===== src/hdl/uvs_div.sv =====
// restoring divider cell: one quotient bit per cycle, passed to the next cell
module uvs_div (
   input  logic clock,
   input  logic [39:0] num_in_i,
   input  logic [7:0] den_i,
   input  logic [39:0] quo_i,
   input  logic [8:0] rem_i,
   output logic [39:0] num_o,
   output logic [7:0] den_o,
   output logic [39:0] quo_o,
   output logic [8:0] rem_o
);
   logic [9:0] trial;
   logic [8:0] rem_in;
   logic [39:0] quo_in;
   logic [39:0] num_ff, quo_ff;
   logic [7:0] den_ff;
   logic [8:0] rem_ff;

   always_comb begin
      trial = {rem_i, num_in_i[39]};
      if (trial >= {2'b0, den_i}) begin
         rem_in = 9'(trial - {2'b0, den_i});
         quo_in = {quo_i[38:0], 1'b1};
      end else begin
         rem_in = trial[8:0];
         quo_in = {quo_i[38:0], 1'b0};
      end
   end

   always_ff @(posedge clock) begin
      num_ff <= {num_in_i[38:0], 1'b0};
      den_ff <= den_i;
      quo_ff <= quo_in;
      rem_ff <= rem_in;
   end

   assign num_o = num_ff;
   assign den_o = den_ff;
   assign quo_o = quo_ff;
   assign rem_o = rem_ff;
endmodule


===== config.mk =====
export PLATFORM = sky130hd
export DESIGN_NAME = uvs_div
export DESIGN_NICKNAME = d
export VERILOG_FILES = /design/src/hdl/uvs_div.sv
export SDC_FILE = /design/constraint.sdc
export NUM_CORES = 1
export LEC_CHECK = 0
export BUFFER_PORTS_ARGS = -buffer_cell sky130_fd_sc_hd__buf_2
export CAP_MARGIN = 20
export CORE_AREA = 2 2 81 83
export DETAILED_ROUTE_END_ITERATION = 16
export DIE_AREA = 0 0 83 85
export PLACE_DENSITY = 0.89
export SYNTH_ARGS = -nofsm -noshare
export SYNTH_HDL_FRONTEND = slang
export SYNTH_SLANG_ARGS = --single-unit

===== constraint.sdc =====
create_clock -name clock -period 4.7 [get_ports clock]
set_input_delay 0.705 -clock clock [delete_from_list [all_inputs] [get_ports clock]]
set_output_delay 0.705 -clock clock [all_outputs]
set_load 0.02 [all_outputs]

==> results of run 1 <==
routing by layer:
layer	part of all wire [%]	track usage (%)	vias to the layer above
met5	0	0	-
met4	2.1	8.35	0
met3	6.5	6.23	11
met2	55	32.6	99
met1	36	16.5	881
li1	-	-	969
Yosys cell counts, types with 2 or more instances:
library cell | instances | area [sq um]
dfxtp_1 | 96 | 1920
inv_1 | 11 | 41.3
nand2_1 | 10 | 37.5
ha_1 | 8 | 100
a21oi_1 | 7 | 35.0
o21ai_0 | 6 | 30.0
nor2_1 | 4 | 15.0
a21boi_0 | 2 | 15.0
nand2b_1 | 2 | 12.5
nand4_1 | 2 | 12.5
nand4b_1 | 2 | 17.5
nor2b_1 | 2 | 12.5
o31ai_1 | 2 | 15.0
xor2_1 | 2 | 17.5
cells by family after synthesis:
logic type | synth area share (%)
AOI/OAI and AO/OA | 5.72
xor gates and xnor gates | 1.07
adders and majority gates | 4.90
buffers and inverters | 2.45
DFF | 78.4
muxes | 0.868
other | 0.153
and+or+nand+nor | 6.38
state kept, by name, indices dropped and copies added (netlist names):
name and flops:
num_o 39, rem_o 9, quo_o 40, den_o 8
stage by stage:
step | worst slack, ns | std cells | area (sq um) | power (uW)
floorplan | 2.31 | 174 | 2450 | 1020
global placement | 1.80 | 441 | 3490 | 1120
detailed placement | 1.74 | 441 | 3490 | 1130
CTS | 2.11 | 457 | 3690 | 1640
global route | 1.92 | 457 | 3690 | 1680
finish | 2.10 | 457 | 3690 | 1620
layout by cell type (no fill, tap or decap), types with 3 or more instances in the layout:
cell      count
nand2_1      10
inv_1        11
a21oi_1       7
clkbuf_8     10
ha_1          8
o21ai_0       6
dfxtp_1      96
buf_2       192
nor2_1        4
inv_6         3
worst max-delay path by stage:
stage	startpoint	endpoint	slack [ns]	depth (start not counted)
floorplan	num_in_i[39]	rem_o[1]$_DFF_P_	2.31	8
global placement	num_in_i[39]	rem_o[1]$_DFF_P_	1.80	9
detailed placement	num_in_i[39]	rem_o[1]$_DFF_P_	1.74	9
CTS	num_in_i[39]	rem_o[1]$_DFF_P_	2.11	9
global route	num_in_i[39]	rem_o[1]$_DFF_P_	1.92	9
finish	num_in_i[39]	rem_o[1]$_DFF_P_	2.10	9
power by group:
part	total [uW]	leakage, uW	internal (uW)	switching [uW]
clock network	511	0.000101	219	292
registers	879	0.000810	867	11.7
logic	228	0.000981	90.0	138
layout make-up:
type | instances | area, sq um
Tap cell | 77 | 96.3
Clock inverter | 6 | 60.1
Sequential cell | 96 | 1920
Clock buffer | 10 | 138
Inverter | 11 | 41.3
Fill cell | 534 | 2520
Multi-Input combinational cell | 65 | 468
Timing Repair Buffer | 192 | 961
==> results.json, run 1 <==
{
  "status": "finished, final reports clean",
  "min_path_cells": 1,
  "hp-class": "input port to flop",
  "h-tree-depth": 3,
  "synth-edff-count": 0,
  "grt_pass1_wl_mm": 9.33,
  "min_period_over_period_pct": 55.3,
  "hold_start": "num_in_i[34]",
  "drv_slew": 0,
  "synthDistinctLibCells": 32,
  "die_w_um": 83,
  "crit_family": "simple AND/OR/NAND/NOR gates",
  "antenna_cells": 0,
  "cp-end-kind": "flop",
  "path_common_cell": "inv_1",
  "cts_tree": "done",
  "synth_area_sq_mm": 0.00245,
  "grt_max_degree": 19,
  "grt_usage_pct": 17.2,
  "cts_resized": 0,
  "synthFlopType": "dfxtp_1",
  "syn_nets": 281,
  "relSlewSlack_pct": 51.3,
  "drt-initial-drc-count": 26,
  "viasPerCell": 4.29,
  "holdWs_ns": 0.444,
  "fin_setup_tns_ns": 0,
  "min_period_ns": 2.60,
  "drive_gt1_share_pct": 55.3,
  "cts.sinks": 96,
  "yosysSeqAreaShare_pct": 78.4,
  "ctsLongestPathBuffers": 2,
  "cts_setup_buffers": 0,
  "avgRoutedWirePerCell_um": 13.4,
  "core.rowCount": 29,
  "hold_buffers": 0,
  "setup_viol": 0,
  "grt_overflow": 0,
  "worstPathRequired_ns": 4.94,
  "dr.pass1.iters": 4,
  "crit_fanout": 15,
  "p_leak_uw": 0.00189,
  "cts-root-buf": "clkbuf_8",
  "ys_async_sr_fraction_pct": 0,
  "pin_count": 195,
  "cp_cell_sequence": "buf_2 > inv_1 > ha_1 > inv_1 > fa_1 > nand3_1 > a21oi_1 > nor4b_4 > mux2_1",
  "first_global_vias": 1974,
  "postRouteAntennaNets": 0,
  "syn_inst": 174,
  "worstHoldEndpoint": "num_o[35]$_DFF_P_",
  "cp_data_arrival_time_ns": 2.84,
  "path_clk_slew_ns": 0.10,
  "avgSynthCellArea_sq_um": 14.1,
  "worst_pin_slew_ns": 0.728,
  "antenna_found_initial": 0,
  "nNetsFinal": 482,
  "timing_hold_violations_final": 0,
  "path_class": "input port to flop",
  "core_sq_mm": 0.00620,
  "final_core_util_pct": 59.4,
  "synth_seq_cells": 96,
  "drt-total-wl_mm": 6.13,
  "rsz0062_at_grt": "false",
  "portBuffers": 192,
  "area_growth_pct": 50.5,
  "ir_drop_uv": 374,
  "route.vias.total": 1960,
  "initial_utilization_pct": 39.5,
  "yosysWarnings": 0,
  "crit_buf_inv": 3,
  "drc": 0,
  "clock.fmax_mhz": 385,
  "cts_buffers": 9,
  "globalplace.congestion": 0.882,
  "crit_slowest_cell": "nor4b_4",
  "die_y_um": 85,
  "maxCapViolCount": 0,
  "slowest_delay_ns": 0.68,
  "power.density_mw_per_mm2": 439,
  "hpwl_mm": 4.95,
  "startpoint_type": "input port",
  "dieArea_sq_mm": 0.00706
}
(Power assumes the default switching activity.)
==> run 2, diff against run 1 <==
==> config.mk (replaced) <==
export PLATFORM = sky130hd
export DESIGN_NAME = uvs_div
export DESIGN_NICKNAME = d
export VERILOG_FILES = /design/src/hdl/uvs_div.sv
export SDC_FILE = /design/constraint.sdc
export NUM_CORES = 1
export LEC_CHECK = 0
export ABC_AREA = 1
export BUFFER_PORTS_ARGS = -buffer_cell sky130_fd_sc_hd__buf_2
export CAP_MARGIN = 20
export CORE_AREA = 2 2 90 92
export DETAILED_ROUTE_END_ITERATION = 16
export DIE_AREA = 0 0 92 94
export PLACE_DENSITY = 0.8
export SYNTH_ARGS = -nofsm -noshare
export SYNTH_HDL_FRONTEND = slang
export SYNTH_SLANG_ARGS = --single-unit
==> constraint.sdc (replaced) <==
create_clock -name clock -period 2.1 [get_ports clock]
set_input_delay 0.315 -clock clock [delete_from_list [all_inputs] [get_ports clock]]
set_output_delay 0.315 -clock clock [all_outputs]
set_load 0.02 [all_outputs]
==> run 2 against run 1 <==
Die area grew 23%. Routed wire length rose by 7.2%. Clock-buffer cell count decreased by 1. Power is 130% higher. Non-clock buffer count unchanged. Sequential share of layout area decreased by 2.4 points. Clock power increased by 120%. Critical path depth grew 3. Synthesized cell count grew 25%. Synthesized area increased by 6.1%. Combinational power increased by 150%. Flip-flop and latch count stayed put. Largest power group unchanged. Highest routed layer unchanged.
==> results.json, run 2 <==
{
  "path_class": "input port to flop",
  "grt_overflow": 0,
  "min_period_ns": 1.58,
  "p_leak_uw": 0.00210,
  "setup_ws_ns": 0.522,
  "initial_utilization_pct": 34.2,
  "drt-initial-drc-count": 22,
  "place_area_sq_mm": 0.00368,
  "synth_area_leaders": "dfxtp_1 74%, nand2_1 6.9%, inv_1 3.9%",
  "syn_nets": 324,
  "setup_viol": 0,
  "core.rowCount": 32,
  "syn_inst": 217,
  "pin_count": 195,
  "viasPerCell": 3.98,
  "avgRoutedWirePerCell_um": 12.5,
  "rsz0062_at_grt": "false",
  "crit_fanout": 9,
  "drive_gt1_share_pct": 51.7,
  "cp_data_arrival_time_ns": 1.87,
  "final_cell_mix": "192 x buf_2, 96 x dfxtp_1, 48 x nand2_1, 27 x inv_1, 15 x nand3_1",
  "area_growth_pct": 48.6,
  "fin_setup_tns_ns": 0,
  "cts_setup_buffers": 0,
  "nNetsFinal": 526,
  "synth_top_area_cell": "dfxtp_1",
  "hpwl_mm": 5.37,
  "hp-class": "input port to flop",
  "finalInstanceArea_sq_mm": 0.00386,
  "h-tree-depth": 3,
  "power.density_mw_per_mm2": 944,
  "core_sq_mm": 0.00761,
  "yosysTopAreaCellShare_pct": 74.0,
  "die_w_um": 92,
  "final_core_util_pct": 50.8,
  "die_y_um": 94,
  "yosysMostFrequentCell": "dfxtp_1",
  "synthFlopType": "dfxtp_1",
  "cts_buffers": 9,
  "hold_buffers": 0,
  "dr.pass1.iters": 4,
  "globalplace.congestion": 0.836,
  "avgSynthCellArea_sq_um": 12.0,
  "min_path_cells": 1,
  "synth_seq_cells": 96,
  "cp-end-kind": "flop",
  "grt_pass1_wl_mm": 9.49,
  "ir_drop_uv": 426,
  "maxCapViolCount": 0,
  "cts_resized": 0,
  "yosysWarnings": 0,
  "ys_async_sr_fraction_pct": 0,
  "cts-root-buf": "clkbuf_8",
  "antenna_found_initial": 0,
  "clock.fmax_mhz": 634,
  "synthDistinctLibCells": 21,
  "worstPathRequired_ns": 2.39,
  "drt-total-wl_mm": 6.57,
  "antenna_cells": 0,
  "n_fill_cell": 712,
  "status": "finished, final reports clean",
  "dieArea_sq_mm": 0.00865,
  "ys_top_cells_by_count": "96 x dfxtp_1, 48 x nand2_1, 27 x inv_1",
  "postRouteAntennaNets": 0,
  "drc": 0,
  "drv_slew": 0,
  "ctsLongestPathBuffers": 2,
  "min_period_over_period_pct": 75.2,
  "synth_area_sq_mm": 0.00260,
  "grt_max_degree": 19,
  "route.vias.total": 2091,
  "place_ws_ns": 0.150,
  "yosysSeqAreaShare_pct": 74.0,
  "portBuffers": 192,
  "path_clk_slew_ns": 0.10,
  "first_global_vias": 1985,
  "cts_tree": "done",
  "layout_commonest_cell": "buf_2",
  "timing_hold_violations_final": 0,
  "largest_register_ffs": 40,
  "grt_usage_pct": 14.5,
  "startpoint_type": "input port",
  "synth-edff-count": 0,
  "cts.sinks": 96
}
## run 2: cell count changes after synthesis, sizes merged, moves of 6 or more
cell | before | now
nand2 | 10 | 52
inv | 11 | 28
nand3 | 1 | 16
o21ai | 7 | 0
a21oi | 8 | 2
## run 2: area by class of cell
class	instances	area, sq um	share of cell area (%)
clock buffer	9	124	3.21
clock inverter	7	58.8	1.52
inverter	28	105	2.72
multi-input combinational	92	564	14.6
sequential	96	1920	49.8
tap	102	128	3.30
timing repair buffer	192	961	24.9
## run 2: per-stage QoR
step / total power [uW] / cells / hold slack [ns]
after global placement: 2570 / 510 / 0.418
after detailed placement: 2580 / 510 / 0.419
after CTS: 3690 / 526 / 0.0379
final: 3650 / 526 / 0.0533
after floorplan: 2330 / 217 / 0.343
after global routing: 3820 / 526 / 0.0249
## run 2: layer usage
| layer | wire, um | GRT usage [%] | vias to the layer above |
|---|---|---|---|
| li1 | - | - | 1068 |
| met1 | 2490 | 15.0 | 911 |
| met2 | 3430 | 26.9 | 103 |
| met3 | 554 | 5.46 | 9 |
| met4 | 94 | 4.85 | 0 |
| met5 | 0 | 0 | - |
## run 2: cell families (layout without fill, tap and decap cells)
| logic type | count (synthesis) | in the layout | share of synthesized area, % |
|---|---|---|---|
| AO/OA/AOI/OAI | 3 | 3 | 1.64 |
| adder cells (fa/ha/maj) | 9 | 9 | 4.62 |
| other | 1 | 1 | 0.144 |
| AND/OR/NAND/NOR | 76 | 76 | 14.3 |
| flip-flops | 96 | 96 | 74.0 |
| buffers and inverters | 29 | 236 | 4.33 |
| XOR/XNOR | 3 | 3 | 1.01 |
## run 2: worst paths after layout
check                               end          from
worst max-delay path   rem_o[2]$_DFF_P_  num_in_i[39]
worst min-delay path  num_o[15]$_DFF_P_  num_in_i[14]
## run 2: worst max-delay path, cell delays in order
cell     delay [ns]
buf_2          0.10
inv_1          0.05
ha_1           0.13
inv_1          0.07
fa_1           0.42
nand3_1        0.12
nand3_1        0.12
nand2_2        0.14
nand2_4        0.08
nor2_8         0.16
nand3_1        0.10
nand2_1        0.07
## run 2: where the power goes
group / internal (uW) / switching [uW] / total (uW)
clock: 454 / 656 / 1110
sequential: 1940 / 27.4 / 1970
combinational: 212 / 355 / 566
total: 2610 / 1040 / 3650
